**src/rtl/lmnf_pkg.sv**
```systemverilog
// shared types, constants and helper functions for the list marker formatter
package lmnf_pkg;

    localparam int ITEM_W         = 10;
    localparam int CHAR_W         = 11;
    localparam int STYLE_W        = 3;
    localparam int CNT_W          = 6;
    localparam int VALUE_BITS_DEF = 10;
    localparam int QUEUE_DEPTH    = 2;

    localparam logic [STYLE_W-1:0] STYLE_DECIMAL  = 3'd0;
    localparam logic [STYLE_W-1:0] STYLE_ROMAN_LO = 3'd1;
    localparam logic [STYLE_W-1:0] STYLE_ROMAN_UP = 3'd2;
    localparam logic [STYLE_W-1:0] STYLE_GREEK    = 3'd3;
    localparam logic [STYLE_W-1:0] STYLE_HEBREW   = 3'd4;
    localparam logic [STYLE_W-1:0] STYLE_LATIN_LO = 3'd5;
    localparam logic [STYLE_W-1:0] STYLE_LATIN_UP = 3'd6;

    localparam logic [CHAR_W-1:0] CH_SPACE    = 11'd32;
    localparam logic [CHAR_W-1:0] CH_APOS     = 11'd39;
    localparam logic [CHAR_W-1:0] CH_DOT      = 11'd46;
    localparam logic [CHAR_W-1:0] CH_ZERO     = 11'd48;
    localparam logic [CHAR_W-1:0] CH_LAT_UP   = 11'd65;
    localparam logic [CHAR_W-1:0] CH_LAT_LO   = 11'd97;
    localparam logic [CHAR_W-1:0] CH_ALPHA    = 11'd945;
    localparam logic [CHAR_W-1:0] CH_ALEF     = 11'd1488;
    localparam logic [CHAR_W-1:0] CH_TET      = 11'd1496;
    localparam logic [CHAR_W-1:0] CH_HUND0    = 11'd1510;
    localparam logic [CHAR_W-1:0] CH_TAV      = 11'd1514;

    typedef enum logic [1:0] {
        F_IDLE,
        F_DIV,
        F_REM,
        F_PUSH
    } t_fstate;

    typedef enum logic [2:0] {
        B_IDLE,
        B_THOU,
        B_HUND,
        B_TENS,
        B_UNIT,
        B_DOT,
        B_SPACE
    } t_bstate;

    typedef struct packed {
        logic [STYLE_W-1:0] style;
        logic               zero;
        logic               d1000;
        logic [3:0]         hund;
        logic [3:0]         tens;
        logic [3:0]         units;
        logic [4:0]         letter;
        logic [CNT_W-1:0]   passes;
    } t_desc;

    function automatic logic [CHAR_W-1:0] roman_sym(input logic upper, input logic [3:0] idx);
        logic [CHAR_W-1:0] c;
        case (idx)
            4'd0:    c = 11'd105;
            4'd1:    c = 11'd118;
            4'd2:    c = 11'd120;
            4'd3:    c = 11'd108;
            4'd4:    c = 11'd99;
            4'd5:    c = 11'd100;
            default: c = 11'd109;
        endcase
        return upper ? c - 11'd32 : c;
    endfunction

    function automatic logic [3:0] roman_rest(input logic [3:0] d);
        return (d >= 4'd5) ? d - 4'd5 : d;
    endfunction

    function automatic logic [CNT_W-1:0] roman_len(input logic [3:0] d);
        logic [3:0] r;
        r = roman_rest(d);
        if (r == 4'd4) begin
            return CNT_W'(2);
        end
        return CNT_W'(r) + CNT_W'(d >= 4'd5);
    endfunction

    function automatic logic [CHAR_W-1:0] roman_char(input logic upper, input logic [3:0] pos,
                                                     input logic [3:0] d, input logic [1:0] j);
        logic [3:0] r;
        logic [3:0] idx;
        r = roman_rest(d);
        if (r == 4'd4) begin
            idx = (j == 2'd0) ? pos : ((d == 4'd9) ? pos + 4'd2 : pos + 4'd1);
        end else if (d >= 4'd5 && j == 2'd0) begin
            idx = pos + 4'd1;
        end else begin
            idx = pos;
        end
        return roman_sym(upper, idx);
    endfunction

    function automatic logic [CHAR_W-1:0] hebrew_tens(input logic [3:0] t);
        logic [CHAR_W-1:0] c;
        case (t)
            4'd1:    c = 11'd1497;
            4'd2:    c = 11'd1499;
            4'd3:    c = 11'd1500;
            4'd4:    c = 11'd1502;
            4'd5:    c = 11'd1504;
            4'd6:    c = 11'd1505;
            4'd7:    c = 11'd1506;
            4'd8:    c = 11'd1508;
            default: c = 11'd1510;
        endcase
        return c;
    endfunction

    // tens digit of a value below one hundred
    function automatic logic [3:0] tens_of(input logic [6:0] x);
        return (x >= 7'd90) ? 4'd9 : (x >= 7'd80) ? 4'd8 : (x >= 7'd70) ? 4'd7 :
               (x >= 7'd60) ? 4'd6 : (x >= 7'd50) ? 4'd5 : (x >= 7'd40) ? 4'd4 :
               (x >= 7'd30) ? 4'd3 : (x >= 7'd20) ? 4'd2 : (x >= 7'd10) ? 4'd1 : 4'd0;
    endfunction

endpackage

```
**src/rtl/lmnf_in_if.sv**
```systemverilog
// input channel: one item number per transaction
interface lmnf_in_if;
    import lmnf_pkg::*;
    logic              valid;
    logic              ready;
    logic [ITEM_W-1:0] item_number;
    modport source (output valid, output item_number, input ready);
    modport sink (input valid, input item_number, output ready);
endinterface

```
**src/rtl/lmnf_out_if.sv**
```systemverilog
// output channel: one marker character per transaction
interface lmnf_out_if;
    import lmnf_pkg::*;
    logic              valid;
    logic              ready;
    logic [CHAR_W-1:0] char_code;
    logic              last_char;
    modport source (output valid, output char_code, output last_char, input ready);
    modport sink (input valid, input char_code, input last_char, output ready);
endinterface

```
**src/rtl/lmnf_front.sv**
```systemverilog
// front end: accepts an item and splits it into digits, letter and pass count
module lmnf_front
    import lmnf_pkg::*;
#(
    parameter int VALUE_BITS = VALUE_BITS_DEF
) (
    input  logic               i_clk,
    input  logic               i_rst_n,
    input  logic [STYLE_W-1:0] i_style,
    lmnf_in_if.sink            i_item,
    input  logic               i_full,
    output logic               o_push,
    output t_desc              o_desc
);

    t_fstate r_state, n_state;

    logic [VALUE_BITS-1:0] r_v;
    logic [STYLE_W-1:0]    r_style;
    logic                  r_zero;
    logic                  r_d1000;
    logic [ITEM_W-1:0]     r_w;
    logic [3:0]            r_h;
    logic [ITEM_W-1:0]     r_k;
    logic [CNT_W-1:0]      r_q24;
    logic [CNT_W-1:0]      r_q26;
    logic [6:0]            r_t2;
    logic [4:0]            r_l24;
    logic [4:0]            r_l26;

    logic [ITEM_W-1:0] v10;
    logic              d1000;
    logic [ITEM_W-1:0] w;
    logic [ITEM_W-1:0] k;
    logic [15:0]       p_h;
    logic [14:0]       p24;
    logic [18:0]       p26;
    logic [3:0]        tens;
    logic [3:0]        units;
    logic [4:0]        l24;
    logic              accept;

    assign accept = i_item.valid && i_item.ready;

    // division by constants through reciprocal multiplies, exact over the value range
    assign v10   = ITEM_W'(r_v);
    assign d1000 = (v10 >= ITEM_W'(1000));
    assign w     = d1000 ? v10 - ITEM_W'(1000) : v10;
    assign k     = v10 - ITEM_W'(1);
    assign p_h   = 16'(w) * 16'd41;
    assign p24   = 15'(k[ITEM_W-1:3]) * 15'd171;
    assign p26   = 19'(k[ITEM_W-1:1]) * 19'd631;

    assign tens  = tens_of(r_t2);
    assign units = 4'(r_t2 - 7'(tens) * 7'd10);
    // greek skips final sigma
    assign l24   = (r_l24 > 5'd16) ? r_l24 + 5'd1 : r_l24;

    always_comb begin
        n_state = r_state;
        unique case (r_state)
            F_IDLE: begin
                if (accept) begin
                    n_state = F_DIV;
                end
            end
            F_DIV:  n_state = F_REM;
            F_REM:  n_state = F_PUSH;
            F_PUSH: begin
                if (!i_full) begin
                    n_state = F_IDLE;
                end
            end
            default: n_state = F_IDLE;
        endcase
    end

    always_comb begin
        i_item.ready = (r_state == F_IDLE);
        o_push       = (r_state == F_PUSH) && !i_full;
        o_desc.style  = r_style;
        o_desc.zero   = r_zero;
        o_desc.d1000  = r_d1000;
        o_desc.hund   = r_h;
        o_desc.tens   = tens;
        o_desc.units  = units;
        if (r_style == STYLE_GREEK) begin
            o_desc.letter = l24;
            o_desc.passes = r_q24;
        end else begin
            o_desc.letter = r_l26;
            o_desc.passes = r_q26;
        end
    end

    always_ff @(posedge i_clk) begin
        if (!i_rst_n) begin
            r_state <= F_IDLE;
        end else begin
            r_state <= n_state;
        end
    end

    always_ff @(posedge i_clk) begin
        if (accept) begin
            r_v     <= i_item.item_number[VALUE_BITS-1:0];
            r_style <= i_style;
        end
        if (r_state == F_DIV) begin
            r_zero  <= (v10 == '0);
            r_d1000 <= d1000;
            r_w     <= w;
            r_h     <= p_h[15:12];
            r_k     <= k;
            r_q24   <= p24[14:9];
            r_q26   <= p26[18:13];
        end
        if (r_state == F_REM) begin
            r_t2  <= 7'(r_w - ITEM_W'(r_h) * ITEM_W'(100));
            r_l24 <= 5'(r_k - ITEM_W'(r_q24) * ITEM_W'(24));
            r_l26 <= 5'(r_k - ITEM_W'(r_q26) * ITEM_W'(26));
        end
    end

endmodule

```
**src/rtl/lmnf_queue.sv**
```systemverilog
// small descriptor queue between front and back
module lmnf_queue
    import lmnf_pkg::*;
#(
    parameter int DEPTH = QUEUE_DEPTH
) (
    input  logic  i_clk,
    input  logic  i_rst_n,
    input  logic  i_push,
    input  t_desc i_desc,
    output logic  o_full,
    input  logic  i_pop,
    output logic  o_empty,
    output t_desc o_desc
);

    localparam int PTR_W = (DEPTH > 1) ? $clog2(DEPTH) : 1;
    localparam int CNT_Q = $clog2(DEPTH + 1);

    t_desc              r_mem [DEPTH];
    logic [PTR_W-1:0]   r_wr, r_rd;
    logic [CNT_Q-1:0]   r_cnt;

    assign o_full  = (r_cnt == CNT_Q'(DEPTH));
    assign o_empty = (r_cnt == '0);
    assign o_desc  = r_mem[r_rd];

    function automatic logic [PTR_W-1:0] bump(input logic [PTR_W-1:0] p);
        return (p == PTR_W'(DEPTH - 1)) ? '0 : p + PTR_W'(1);
    endfunction

    always_ff @(posedge i_clk) begin
        if (!i_rst_n) begin
            r_wr  <= '0;
            r_rd  <= '0;
            r_cnt <= '0;
        end else begin
            if (i_push) begin
                r_wr <= bump(r_wr);
            end
            if (i_pop) begin
                r_rd <= bump(r_rd);
            end
            if (i_push && !i_pop) begin
                r_cnt <= r_cnt + CNT_Q'(1);
            end else if (i_pop && !i_push) begin
                r_cnt <= r_cnt - CNT_Q'(1);
            end
        end
    end

    always_ff @(posedge i_clk) begin
        if (i_push) begin
            r_mem[r_wr] <= i_desc;
        end
    end

endmodule

```
**src/rtl/lmnf_back.sv**
```systemverilog
// back end: walks the marker slots and sends one character per transaction
module lmnf_back
    import lmnf_pkg::*;
(
    input  logic       i_clk,
    input  logic       i_rst_n,
    input  logic       i_empty,
    input  t_desc      i_desc,
    output logic       o_pop,
    lmnf_out_if.source o_char
);

    t_bstate r_state, n_state;

    t_desc             r_desc;
    logic [CNT_W-1:0]  r_j;
    logic              r_out_valid;
    logic [CHAR_W-1:0] r_char;
    logic              r_last;

    logic              can;
    logic              slot;
    logic [CNT_W-1:0]  slot_len;
    logic [CHAR_W-1:0] slot_char;
    logic              slot_end;
    logic              emit;
    logic [CHAR_W-1:0] emit_char;
    logic [3:0]        dig;
    logic [3:0]        rpos;
    logic              hi_nz;
    logic              special;
    logic [1:0]        tav;

    assign can  = !r_out_valid || o_char.ready;
    assign slot = (r_state == B_THOU) || (r_state == B_HUND) ||
                  (r_state == B_TENS) || (r_state == B_UNIT);
    assign slot_end = (slot_len == '0) || (r_j == slot_len - CNT_W'(1));

    always_comb begin
        hi_nz   = r_desc.d1000 || (r_desc.hund != 4'd0);
        special = (r_desc.tens == 4'd1) && ((r_desc.units == 4'd5) || (r_desc.units == 4'd6));
        tav     = r_desc.hund[3:2];
        case (r_state)
            B_THOU:  begin dig = {3'd0, r_desc.d1000}; rpos = 4'd6; end
            B_HUND:  begin dig = r_desc.hund;           rpos = 4'd4; end
            B_TENS:  begin dig = r_desc.tens;           rpos = 4'd2; end
            default: begin dig = r_desc.units;          rpos = 4'd0; end
        endcase
        slot_len  = '0;
        slot_char = CH_SPACE;
        case (r_desc.style) inside
            STYLE_ROMAN_LO, STYLE_ROMAN_UP: begin
                slot_len  = roman_len(dig);
                slot_char = roman_char(r_desc.style == STYLE_ROMAN_UP, rpos, dig, r_j[1:0]);
            end
            STYLE_GREEK, STYLE_LATIN_LO, STYLE_LATIN_UP: begin
                if (r_state == B_THOU) begin
                    slot_len = CNT_W'(1);
                    if (r_desc.style == STYLE_GREEK) begin
                        slot_char = r_desc.zero ? CH_ALPHA - 11'd1
                                                : CH_ALPHA + CHAR_W'(r_desc.letter);
                    end else begin
                        slot_char = (r_desc.style == STYLE_LATIN_UP) ? CH_LAT_UP : CH_LAT_LO;
                        slot_char = r_desc.zero ? slot_char - 11'd1
                                                : slot_char + CHAR_W'(r_desc.letter);
                    end
                end else if (r_state == B_HUND) begin
                    // one apostrophe per full pass through the alphabet
                    slot_len  = r_desc.zero ? '0 : r_desc.passes;
                    slot_char = CH_APOS;
                end
            end
            STYLE_HEBREW: begin
                case (r_state)
                    B_THOU: begin
                        slot_len  = r_desc.d1000 ? CNT_W'(2) : '0;
                        slot_char = r_j[0] ? CH_APOS : CH_ALEF;
                    end
                    B_HUND: begin
                        slot_len  = CNT_W'(tav) + CNT_W'(r_desc.hund[1:0] != 2'd0);
                        slot_char = (r_j < CNT_W'(tav)) ? CH_TAV
                                                        : CH_HUND0 + CHAR_W'(r_desc.hund[1:0]);
                    end
                    B_TENS: begin
                        slot_len  = CNT_W'(special || (r_desc.tens != 4'd0));
                        slot_char = special ? CH_TET : hebrew_tens(r_desc.tens);
                    end
                    default: begin
                        // fifteen and sixteen are written tet plus vav or zayin
                        slot_len  = CNT_W'(special || (r_desc.units != 4'd0));
                        slot_char = special ? CH_ALEF + CHAR_W'(r_desc.units)
                                            : CH_ALEF - 11'd1 + CHAR_W'(r_desc.units);
                    end
                endcase
            end
            default: begin
                case (r_state)
                    B_THOU: begin
                        slot_len  = CNT_W'(r_desc.d1000);
                        slot_char = CH_ZERO + 11'd1;
                    end
                    B_HUND: begin
                        slot_len  = CNT_W'(hi_nz);
                        slot_char = CH_ZERO + CHAR_W'(r_desc.hund);
                    end
                    B_TENS: begin
                        // single digit gets a leading space
                        slot_len  = CNT_W'(1);
                        slot_char = (!hi_nz && r_desc.tens == 4'd0) ? CH_SPACE
                                                                   : CH_ZERO + CHAR_W'(r_desc.tens);
                    end
                    default: begin
                        slot_len  = CNT_W'(1);
                        slot_char = CH_ZERO + CHAR_W'(r_desc.units);
                    end
                endcase
            end
        endcase
    end

    always_comb begin
        n_state = r_state;
        unique case (r_state)
            B_IDLE: begin
                if (!i_empty) begin
                    n_state = B_THOU;
                end
            end
            B_THOU: if (can && slot_end) n_state = B_HUND;
            B_HUND: if (can && slot_end) n_state = B_TENS;
            B_TENS: if (can && slot_end) n_state = B_UNIT;
            B_UNIT: if (can && slot_end) n_state = B_DOT;
            B_DOT:  if (can) n_state = B_SPACE;
            B_SPACE: if (can) n_state = B_IDLE;
            default: n_state = B_IDLE;
        endcase
    end

    always_comb begin
        o_pop     = (r_state == B_IDLE) && !i_empty;
        emit      = can && ((slot && slot_len != '0) || r_state == B_DOT || r_state == B_SPACE);
        emit_char = slot_char;
        if (r_state == B_DOT) begin
            emit_char = CH_DOT;
        end else if (r_state == B_SPACE) begin
            emit_char = CH_SPACE;
        end
        o_char.valid     = r_out_valid;
        o_char.char_code = r_char;
        o_char.last_char = r_last;
    end

    always_ff @(posedge i_clk) begin
        if (!i_rst_n) begin
            r_state     <= B_IDLE;
            r_j         <= '0;
            r_out_valid <= 1'b0;
        end else begin
            r_state <= n_state;
            if (can) begin
                r_out_valid <= emit;
                if (slot) begin
                    r_j <= slot_end ? '0 : r_j + CNT_W'(1);
                end
            end
        end
    end

    always_ff @(posedge i_clk) begin
        if (o_pop) begin
            r_desc <= i_desc;
        end
        if (emit) begin
            r_char <= emit_char;
            r_last <= (r_state == B_SPACE);
        end
    end

endmodule

```
**src/rtl/list_marker_numeral_formatter_unit.sv**
```systemverilog
// top level of the list marker formatter: style register, front, queue and back
//
//   channel   dir  handshake            payload
//   i_item    in   valid/ready          item_number[9:0]
//   o_char    out  valid/ready          char_code[10:0], last_char
//   cfg       in   i_cfg_we             i_cfg_wdata[2:0] numbering style
//
// one character leaves per cycle from the back end's slot walker while the output
// is not stalled; each digit slot takes a step even when it gives no character, and
// taking the next descriptor is a step of its own. the front end walks idle, divide,
// remainder and push for each item's digit split and waits in push while the queue
// is full. reset is synchronous and clears style, queue and state. a stalled output
// holds its register while the queue lets the front take the next item.
module list_marker_numeral_formatter_unit
    import lmnf_pkg::*;
#(
    parameter int VALUE_BITS = VALUE_BITS_DEF
) (
    input  logic               i_clk,
    input  logic               i_rst_n,
    input  logic               i_cfg_we,
    input  logic [STYLE_W-1:0] i_cfg_wdata,
    lmnf_in_if.sink            i_item,
    lmnf_out_if.source         o_char
);

    logic [STYLE_W-1:0] r_style;
    logic               push;
    logic               full;
    logic               pop;
    logic               empty;
    t_desc              push_desc;
    t_desc              head_desc;

    always_ff @(posedge i_clk) begin
        if (!i_rst_n) begin
            r_style <= STYLE_DECIMAL;
        end else if (i_cfg_we) begin
            r_style <= i_cfg_wdata;
        end
    end

    lmnf_front #(
        .VALUE_BITS(VALUE_BITS)
    ) u_front (
        .i_clk   (i_clk),
        .i_rst_n (i_rst_n),
        .i_style (r_style),
        .i_item  (i_item),
        .i_full  (full),
        .o_push  (push),
        .o_desc  (push_desc)
    );

    lmnf_queue #(
        .DEPTH(QUEUE_DEPTH)
    ) u_queue (
        .i_clk   (i_clk),
        .i_rst_n (i_rst_n),
        .i_push  (push),
        .i_desc  (push_desc),
        .o_full  (full),
        .i_pop   (pop),
        .o_empty (empty),
        .o_desc  (head_desc)
    );

    lmnf_back u_back (
        .i_clk   (i_clk),
        .i_rst_n (i_rst_n),
        .i_empty (empty),
        .i_desc  (head_desc),
        .o_pop   (pop),
        .o_char  (o_char)
    );

endmodule
```
**src/flat_wrapper.sv**
```systemverilog
// flat-port wrapper written by rule: the top's interface ports become plain ports
module list_marker_numeral_formatter_unit_flat import lmnf_pkg::*;
#(
    parameter int VALUE_BITS = VALUE_BITS_DEF
)
  (i_clk, i_rst_n, i_cfg_we, i_cfg_wdata, i_item_valid, i_item_item_number, i_item_ready, o_char_valid, o_char_char_code, o_char_last_char, o_char_ready);
  lmnf_in_if i_item_i ();
  lmnf_out_if o_char_i ();
  input  logic i_clk;
  input  logic i_rst_n;
  input  logic i_cfg_we;
  input  logic [STYLE_W-1:0] i_cfg_wdata;
  input wire logic [$bits(i_item_i.valid)-1:0] i_item_valid;
  input wire logic [$bits(i_item_i.item_number)-1:0] i_item_item_number;
  output wire logic [$bits(i_item_i.ready)-1:0] i_item_ready;
  output wire logic [$bits(o_char_i.valid)-1:0] o_char_valid;
  output wire logic [$bits(o_char_i.char_code)-1:0] o_char_char_code;
  output wire logic [$bits(o_char_i.last_char)-1:0] o_char_last_char;
  input wire logic [$bits(o_char_i.ready)-1:0] o_char_ready;
  assign i_item_i.valid = i_item_valid;
  assign i_item_i.item_number = i_item_item_number;
  assign i_item_ready = i_item_i.ready;
  assign o_char_valid = o_char_i.valid;
  assign o_char_char_code = o_char_i.char_code;
  assign o_char_last_char = o_char_i.last_char;
  assign o_char_i.ready = o_char_ready;
  list_marker_numeral_formatter_unit #(.VALUE_BITS(VALUE_BITS)) u_core (.i_clk(i_clk), .i_rst_n(i_rst_n), .i_cfg_we(i_cfg_we), .i_cfg_wdata(i_cfg_wdata), .i_item(i_item_i), .o_char(o_char_i));
endmodule
```
**config.mk**
```make
export PLATFORM = sky130hd
export DESIGN_NAME = list_marker_numeral_formatter_unit_flat
export DESIGN_NICKNAME = d
export VERILOG_FILES = /design/src/rtl/lmnf_pkg.sv /design/src/rtl/lmnf_in_if.sv /design/src/rtl/lmnf_out_if.sv /design/src/rtl/lmnf_front.sv /design/src/rtl/lmnf_queue.sv /design/src/rtl/lmnf_back.sv /design/src/rtl/list_marker_numeral_formatter_unit.sv /design/src/flat_wrapper.sv
export SDC_FILE = /design/constraint.sdc
export NUM_CORES = 1
export LEC_CHECK = 0
export ABC_AREA = 1
export CORE_MARGIN = 2
export CORE_UTILIZATION = 45
export DETAILED_ROUTE_END_ITERATION = 16
export DONT_BUFFER_PORTS = 1
export SLEW_MARGIN = 0
export SYNTH_ARGS = -nofsm -noshare
export SYNTH_HDL_FRONTEND = slang
export SYNTH_HIERARCHICAL = 1
export SYNTH_SLANG_ARGS = --single-unit
```
**constraint.sdc**
```tcl
create_clock -name i_clk -period 6.7 [get_ports i_clk]
set_input_delay 0.335 -clock i_clk [delete_from_list [all_inputs] [get_ports i_clk]]
set_output_delay 0.335 -clock i_clk [all_outputs]
set_load 0.05 [all_outputs]
```
==> impl_metrics.toml, run 1 <==
[outcome]
outcome = "completed"

[worst_setup_path]
end_kind = "flip-flop"
worst_ep_arrival_time_ns = 5.72
max_stage_delay_ns = 0.56
crit_start = "u_core/u_front/r_v[1]"
cpMostUsedCell = "inv_1"
rr_startpoint = "u_core/u_front/r_v[1]"
crit_type = "reg2reg"
slowest_stage = "fa_1"
crit_family = "adder cells"
cp_max_fo = 7
worstPathCellList = "inv_1, ha_1, nand2_2, nor2_1, xor2_1, inv_1, nor2_1, or2_1, inv_1, ha_1, or2_2, fa_1, inv_1, fa_1, fa_1, inv_1, ha_1, nand2_1, nor2_1, and3_1, a211oi_1, o21ai_0, xor2_1"
required_ns = 6.87
worstSetupStartpointType = "flip-flop"
cp.buffers_inverters = 5

[detailed_routing]
drc = 0
via_per_inst = 5.03
drt_iter0_drc = 523
dr_total_vias = 8911
ant_nets = 0
wl_per_cell_um = 14.1
first_pass_iters = 5
drt_wl_total_mm = 25.1

[global_route]
grt_pass1_vias = 8661
grtUsageMet1 = 0.218
grt_use_total = 0.172
met2_usage = 0.306
grt_first_pass_wirelength_mm = 41.8
grt_antenna_before_repair = 0
grt_start_max_net_pins = 35
use_met3 = 0.0217
top_usage_layer = "met2"
gr-total-overflow = 0

[sta]
drv_slew = 0
fmax_ghz = 0.180
min_period_over_period = 0.829
finalHoldViolations = 0
setup_viol = 0
worstMarginPinSlew_ns = 1.17
rsz0062_at_grt = "no"
slew-limit-headroom = 0.220
fin_setup_tns_ns = 0
layout_min_cycle_time_ns = 5.55
skew_ns = 0.0204

[yosys]
async_flop_share = 0
yosysUniqueCellTypes = 58
yosys_warnings = 6
ys_ff_latch = 180
synth_edf_count = 155
syn-cell-area_um2 = 12900
synthFlopType = "edfxtp_1"
yosysSeqAreaShare = 0.399
syn_avg_cell_area_um2 = 9.52
synthesis.instances = 1356
synth_nets = 1561

[clock_tree]
path_clk_slew_ns = 0.08
cts_buffers = 17
clockBufferDepth = 2
tritoncts = "built"
clk_latency_ns = 0.43
postCtsSetupBuffers = 0
clock-sinks = 180
cts_root_buf = "clkbuf_16"
htree_levels = 4

[finish]
layout_commonest_cell = "inv_1"
fin_area_um2 = 14000
final_cell_mix = "inv_1 (247), nand2_1 (216), edfxtp_1 (155), ha_1 (144), nor2_1 (94)"
drive_above_1_share = 0.0915
fillCellCount = 2659
final_nets = 1580
antenna_cells = 0
syn2layout_area_growth_pct = 8.49

[die]
core_um2 = 28500
pin_count = 32
fp.dieW_um = 173
die_h_um = 173
start_util = 0.453
rows = 62
dieArea_um2 = 30100

[place]
dpl_cell_area_um2 = 13300
place_congestion = 0.880
port_buffers = 0
hpwl_mm = 20.2

[worst_hold_path]
hp-start = "i_rst_n"
hold_class = "in2reg"

[run]
maxCapViolations = 0
-- metal layers --
metal | routed length [um] | part of all wire
met4 | 423 | 0.017
met2 | 12500 | 0.50
met3 | 624 | 0.025
met1 | 11500 | 0.46
met5 | 0 | 0
-- sequential cells by signal, indices dropped and copies added (netlist names), 2 cells and up, named ones only --
register	flops
u_core/u_front/r_q24	6
u_core/u_back/r_j	6
u_core/u_queue/r_cnt	2
u_core/u_front/r_v	10
u_core/u_back/r_state	3
u_core/u_front/r_state	2
u_core/u_front/r_l26	4
u_core/u_back/r_desc	28
u_core/u_front/r_l24	5
u_core/u_front/r_k	5
u_core/u_front/r_w	7
u_core/u_queue/r_mem	56
u_core/u_front/r_h	4
u_core/u_back/o_char.char_code	11
u_core/r_style	3
u_core/u_front/r_t2	7
u_core/u_front/r_style	3
u_core/u_front/r_q26	6
-- cells in the mapped netlist (all sizes together) (2+ instances only) --
master | n | share of area
o22ai | 3 | 0.0015
mux2 | 28 | 0.030
o21ai | 63 | 0.025
a21boi | 2 | 0.0012
o31ai | 5 | 0.0029
nand2 | 234 | 0.073
dfxtp | 25 | 0.039
a21oi | 70 | 0.028
nor4 | 7 | 0.0034
clkbuf | 4 | 0.0012
a211oi | 5 | 0.0029
nand4 | 25 | 0.012
edfxtp | 155 | 0.36
inv | 255 | 0.075
or2 | 9 | 0.0044
nand3b | 2 | 0.0012
nor2 | 106 | 0.035
nand3 | 74 | 0.033
buf | 11 | 0.0090
ha | 144 | 0.14
o211ai | 8 | 0.0047
xnor2 | 14 | 0.0095
a31oi | 8 | 0.0039
a221oi | 2 | 0.0014
nor3 | 6 | 0.0023
fa | 43 | 0.067
xor2 | 32 | 0.024
o21bai | 2 | 0.0012
a21o | 3 | 0.0017
a22oi | 2 | 0.0012
-- layout make-up --
cell class	count	area, um^2	share of cell area
Clock buffer	17	425	0.0304
Tap cell	384	480	0.0343
Inverter	255	962	0.0687
Multi-Input combinational cell	906	6670	0.476
Clock inverter	15	176	0.0126
Sequential cell	180	5150	0.368
Timing Repair Buffer	15	140	0.0100
-- cells by family (layout without fill, tap and decap cells) --
family | after synthesis | count (layout) | synth area share
buffers and inverters | 270 | 302 | 0.0847
multiplexers | 28 | 28 | 0.0302
flip-flops | 180 | 180 | 0.399
AO/OA/AOI/OAI | 180 | 180 | 0.0807
XOR/XNOR | 46 | 46 | 0.0338
AND/OR/NAND/NOR | 465 | 465 | 0.165
adder cells (fa/ha/maj) | 187 | 187 | 0.206
-- through the flow --
stage | setup slack, ns | utilization | cells | hold slack (ns)
floorplan | 1.53 | - | 1356 | 0.400
global placement | 1.21 | 0.467 | 1729 | 0.417
detailed placement | 1.11 | 0.467 | 1729 | 0.415
CTS | 1.08 | 0.492 | 1772 | 0.00575
global route | 0.688 | 0.492 | 1772 | 0.0146
finish | 1.15 | 0.492 | 1772 | 0.0283
-- path summary, 6_finish.rpt --
path | endpoint | slack [ns] | cells after the start
setup reg to reg | u_core/u_front/r_q26[2] | 1.15 | 23
hold / removal | u_core/u_back/r_j[5] | 0.03 | 2
hold reg to reg | u_core/u_front/r_t2[1] | 0.43 | 0
setup / recovery | u_core/u_front/r_q26[2] | 1.15 | 23
-- timing repair --
action,4_1_cts,5_1_grt
hold buffers,11,0
resized for setup,0,0
endpoints found under the setup margin,0,0
hold endpoints to repair,12,0
Power of run 1 is left out: the tool's default activity adds up to more than one toggle a clock period on the data nets, which glitch-free logic cannot reach.
==> inputs of run 2 (changes only) <==
==> constraint.sdc (replaced) <==
create_clock -name i_clk -period 4.52 [get_ports i_clk]
set_input_delay 0.226 -clock i_clk [delete_from_list [all_inputs] [get_ports i_clk]]
set_output_delay 0.226 -clock i_clk [all_outputs]
set_load 0.05 [all_outputs]
==> run 2 against run 1 <==
The run now ends with setup timing left. Non-clock buffer count up 85. Via count up 3.8%. Hold slack worse by 0.013 ns. Cell area up 8.2%. Flip-flop and latch count unchanged. Sequential share of layout area down 2.7 points. Global-route usage up 1.3 points. Core utilization up 4.0 points. Critical path depth up 2. Count of clock-buffer cells in the layout up 3.
==> impl_metrics.toml, run 2 (synthesized netlist as in run 1, its figures left out) <==
[detailed_routing]
drc = 0
dr_wl_met2_mm = 13.8
dr_total_vias = 9247
first_pass_iters = 5
wl_met3_um = 667
via_per_inst = 4.98
drt_iter0_drc = 515
ant_nets = 0
dr.max_layer_used = "met4"
wl_met1_mm = 11.8
drt_wl_total_mm = 27.0
wl_per_cell_um = 14.5

[worst_setup_path]
cp_max_fo = 4
end_kind = "flip-flop"
required_ns = 4.70
worstSetupStartpointType = "flip-flop"
ff2ff_path_depth = 25
rr_startpoint = "u_core/u_front/r_v[4]"
worst_ep_arrival_time_ns = 4.91
crit_type = "reg2reg"
r2r_setup_slack_ns = -0.21
max_stage_delay_ns = 0.54
crit_start = "u_core/u_front/r_v[4]"
worstReg2RegEnd = "u_core/u_front/r_q26[3]"
slowest_stage = "fa_2"
cpMostUsedCell = "inv_2"

[clock_tree]
cts_root_buf = "clkbuf_16"
path_clk_slew_ns = 0.07
clockBufferDepth = 2
htree_levels = 4
cts_buffers = 17
clock-sinks = 180
tritoncts = "built"
clk_latency_ns = 0.43

[die]
rows = 62
pin_count = 32
start_util = 0.453
fp.dieW_um = 173
die_h_um = 173
core_um2 = 28500
dieArea_um2 = 30100

[finish]
final_nets = 1665
regMostFlops = "u_core/u_queue/r_mem"
layout_commonest_cell = "inv_1"
fin_area_um2 = 15200
antenna_cells = 0
largest_reg_flops = 56
final_cell_mix = "inv_1 (231), nand2_1 (210), edfxtp_1 (155), ha_1 (128), nor2_1 (87)"
syn2layout_area_growth_pct = 17.4
drive_above_1_share = 0.196

[sta]
slew-limit-headroom = 0.239
worst_slack_ns = -0.212
drv_slew = 0
layout_min_cycle_time_ns = 4.73
setup_viol = 5
worstMarginPinSlew_ns = 1.14
fin_setup_tns_ns = -0.651
timing.hold.ws_ns = 0.0156
min_period_over_period = 1.05
rsz0062_at_grt = "yes"
finalHoldViolations = 0
fmax_ghz = 0.211
skew_ns = 0.0118

[global_route]
grt_use_total = 0.185
grt_pass1_vias = 9458
grt_antenna_before_repair = 0
grt_start_max_net_pins = 34
grt_first_pass_wirelength_mm = 45.1
gr-total-overflow = 0

[worst_hold_path]
hp-start = "i_cfg_wdata[1]"
whs_endpoint = "u_core/r_style[1]"
hold_path_depth = 4
hold_class = "in2reg"

[place]
dpl_cell_area_um2 = 13900
hpwl_mm = 21.2
place_congestion = 0.909
port_buffers = 0

[outcome]
outcome = "finished, violations left"
violations = "setup timing"

[run]
maxCapViolations = 0
-- run 2: cell types whose count changed in the layout (fill, tap and decap cells not counted), sizes merged --
cell         delta
buf            +84
clkbuf          +3
clkinv          +1
dlygate4sd3     +1
inv             -4
-- run 2: stage by stage --
step | setup slack [ns] | std cells | utilization
2_1_floorplan | -0.137 | 1356 | -
3_3_place_gp | -0.237 | 1794 | 0.489
3_5_place_dp | -0.326 | 1794 | 0.489
4_1_cts | -0.0975 | 1852 | 0.525
5_1_grt | -0.439 | 1857 | 0.532
6_report | -0.212 | 1857 | 0.532
-- run 2: worst max-delay path: cells and delay by family, from the launching register on --
family                     cells  cell delay [ns]
AOI/OAI and AO/OA              2             0.50
xor gates and xnor gates       1             0.07
adders and majority gates      6             1.91
buffers and inverters          6             0.34
DFF                            1             0.42
and+or+nand+nor               10             1.24
-- run 2: final cells by class --
class	instances	area, um^2
clock inverters	12	150
repair buffers	100	792
fillers	2523	13300
inverters	255	970
well taps	384	480
flip-flops and latches	180	5160
multi-input cells	906	7100
clock buffers	20	500
-- run 2: layer usage --
metal,track usage,up-vias
met5,0,-
met4,0.0671,0
met3,0.0296,53
met2,0.337,153
met1,0.220,4317
li1,-,4724
-- run 2: worst max path at each step --
| stage | endpoint | slack [ns] | cells past startpoint |
|---|---|---|---|
| 2_1_floorplan | u_core/u_front/r_q26[2] | -0.14 | 23 |
| 3_3_place_gp | u_core/u_front/r_q26[3] | -0.24 | 18 |
| 3_5_place_dp | u_core/u_front/r_q26[3] | -0.33 | 18 |
| 4_1_cts | u_core/u_front/r_q26[3] | -0.1 | 24 |
| 5_1_grt | u_core/u_front/r_q26[3] | -0.44 | 25 |
| 6_report | u_core/u_front/r_q26[3] | -0.21 | 25 |
-- run 2: what timing repair did --
item / in CTS / in global routing
pin swaps: 22 / 27
setup endpoints to repair: 10 / 19
hold buffers: 12 / 0
hold endpoints to repair: 24 / 0
gates resized for setup: 32 / 46
buffers inserted: 14 / 5
Power of run 2 is left out for the same reason.
==> inputs of run 3 (changes only) <==
--- a/config.mk
+++ b/config.mk
@@ -5,7 +5,7 @@
 export SDC_FILE = /design/constraint.sdc
 export NUM_CORES = 1
 export LEC_CHECK = 0
-export ABC_AREA = 1
+export ABC_AREA = 0
 export CORE_MARGIN = 2
 export CORE_UTILIZATION = 45
 export DETAILED_ROUTE_END_ITERATION = 16
==> run 3 against run 2 <==
The flow still finishes with violations (setup timing). Cell area up 0.76%. Fmax fell by 6.6%. Hold slack better by 0.0064 ns. Final cell count is 8.4% lower.
==> impl_metrics.toml, run 3 <==
[outcome]
outcome = "finished, violations left"
violations = "setup timing"

[finish]
drive_above_1_share = 0.202
instances_no_fill = 1701
regMostFlops = "u_core/u_queue/r_mem"
antenna_cells = 0
syn2layout_area_growth_pct = 17.1
layout_commonest_cell = "edfxtp_1"
largest_reg_flops = 56
final_nets = 1509
final_cell_mix = "edfxtp_1 (155), inv_1 (151), ha_1 (134), buf_4 (113), nand2_1 (57)"

[place]
hpwl_mm = 21.1
place_congestion = 0.868
port_buffers = 0
place_inst = 1645

[worst_setup_path]
max_stage_delay_ns = 0.51
crit_family = "adder cells"
cp_max_fo = 3
end_kind = "flip-flop"
worstPathCellList = "inv_2, ha_4, or4b_4, nor4_4, xor2_2, xnor2_2, ha_4, fa_1, inv_1, fa_1, fa_1, inv_2, ha_4, a2111oi_4, o21ai_2, buf_4, a41o_1, a31oi_1, xnor2_1"
cp.buffers_inverters = 4
crit_type = "reg2reg"
slowest_stage = "fa_1"
worst_ep_arrival_time_ns = 5.25
required_ns = 4.70
worstSetupStartpointType = "flip-flop"

[global_route]
grt_use_total = 0.185
gr-total-overflow = 0
grt_pass1_vias = 9067
grt_start_max_net_pins = 31
grt_antenna_before_repair = 0
grt_first_pass_wirelength_mm = 45.2

[yosys]
synth_top_cell_by_area = "edfxtp_1"
synth_edf_count = 155
synth_top_area_frac = 0.357
yosysSeqAreaShare = 0.395
synthTopCellsByCount = "inv_1 (156), edfxtp_1 (155), ha_1 (144)"
synthTopCellsByArea = "edfxtp_1 (36%), ha_1 (14%), fa_1 (6.6%), inv_1 (4.5%), dfxtp_1 (3.8%)"
yosys_warnings = 6
syn_avg_cell_area_um2 = 10.9
yosys.cell_count.top_type = "inv_1"
synthesis.instances = 1192
syn-cell-area_um2 = 13000
ys_ff_latch = 180
synth_nets = 1397
yosysUniqueCellTypes = 97
async_flop_share = 0
synthFlopType = "edfxtp_1"

[sta]
worstMarginPinSlew_ns = 1.01
drv_slew = 0
slew-limit-headroom = 0.328
fmax_ghz = 0.197
layout_min_cycle_time_ns = 5.06
min_period_over_period = 1.12
skew_ns = 0.00976
setup_viol = 12
worst_slack_ns = -0.545
finalHoldViolations = 0
rsz0062_at_grt = "yes"

[detailed_routing]
drt_wl_total_mm = 27.1
drc = 0
dr_total_vias = 9049
first_pass_iters = 5
via_per_inst = 5.32
ant_nets = 0
wl_per_cell_um = 15.9
drt_iter0_drc = 602

[clock_tree]
cts_buffers = 17
path_clk_slew_ns = 0.07
clock-sinks = 180
htree_levels = 4
cts_root_buf = "clkbuf_16"
tritoncts = "built"
clockBufferDepth = 2
clk_latency_ns = 0.43

[die]
die_h_um = 174
rows = 62
start_util = 0.456
fp.dieW_um = 174
dieArea_um2 = 30400
core_um2 = 28600
pin_count = 32

[worst_hold_path]
hold_class = "in2reg"

[run]
maxCapViolations = 0
run 3: cell types whose count changed in the layout (fill, tap and decap cells not counted), moves of 14 or more:
cell     delta
a21oi_1    -21
buf_4      +28
inv_1      -80
inv_2      -14
mux2_2     +29
mux2_4     -19
mux2i_1    +19
nand2_1   -153
nand2_2    -19
nand3_1    -36
nor2_1     -33
nor2b_1    +17
xnor2_1    +34
run 3: final timing paths:
path         cells past startpoint             startpoint  slack, ns                  endpoint
min                              2                i_rst_n       0.02  u_core/u_back/r_state[1]
max                             19  u_core/u_front/r_v[1]      -0.54   u_core/u_front/r_q26[0]
min reg2reg                      0  u_core/u_front/r_k[0]       0.43   u_core/u_front/r_l24[0]
max reg2reg                     19  u_core/u_front/r_v[1]      -0.54   u_core/u_front/r_q26[0]
run 3: final cells by class:
type                    instances  area, um^2
flip-flops and latches        180        5160
inverters                     156         586
repair buffers                133        1060
multi-input cells             816        7400
fillers                      2436       13400
clock inverters                15         158
clock buffers                  17         425
well taps                     384         480
run 3: what timing repair did:
action                     CTS  global route
pin swaps                   23            13
hold buffers                17             0
resized for setup           22            17
cloned                       0             0
buffers inserted             6             1
hold endpoints to repair    30             0
setup endpoints to repair   15            24
run 3: through the flow:
stage	setup WS, ns	utilization	area [um^2]	hold slack (ns)	TNS, ns
CTS	-0.552	0.530	15200	0.00593	-4.59
global placement	-0.712	0.498	14300	0.325	-6.75
finish	-0.545	0.533	15300	0.0221	-4.44
detailed placement	-0.798	0.498	14300	0.325	-7.57
floorplan	-0.888	-	13100	0.325	-7.77
global route	-0.724	0.533	15300	0.000616	-6.67
run 3: cells by family after synthesis:
group | count (synthesis) | share of synthesized area
XOR/XNOR | 64 | 0.0441
adder cells (fa/ha/maj) | 188 | 0.205
AO/OA/AOI/OAI | 233 | 0.131
AND/OR/NAND/NOR | 274 | 0.116
flip-flops | 180 | 0.395
buffers and inverters | 196 | 0.0607
multiplexers | 57 | 0.0477
run 3: metal layers:
metal	up-vias	routed length (um)	share of wire	GRT usage
met5	-	0	0	0
met4	0	713	0.026	0.0637
met3	41	889	0.033	0.0311
met2	157	13500	0.50	0.326
met1	4319	11900	0.44	0.229
li1	4532	-	-	-
Power of run 3 is left out for the same reason.
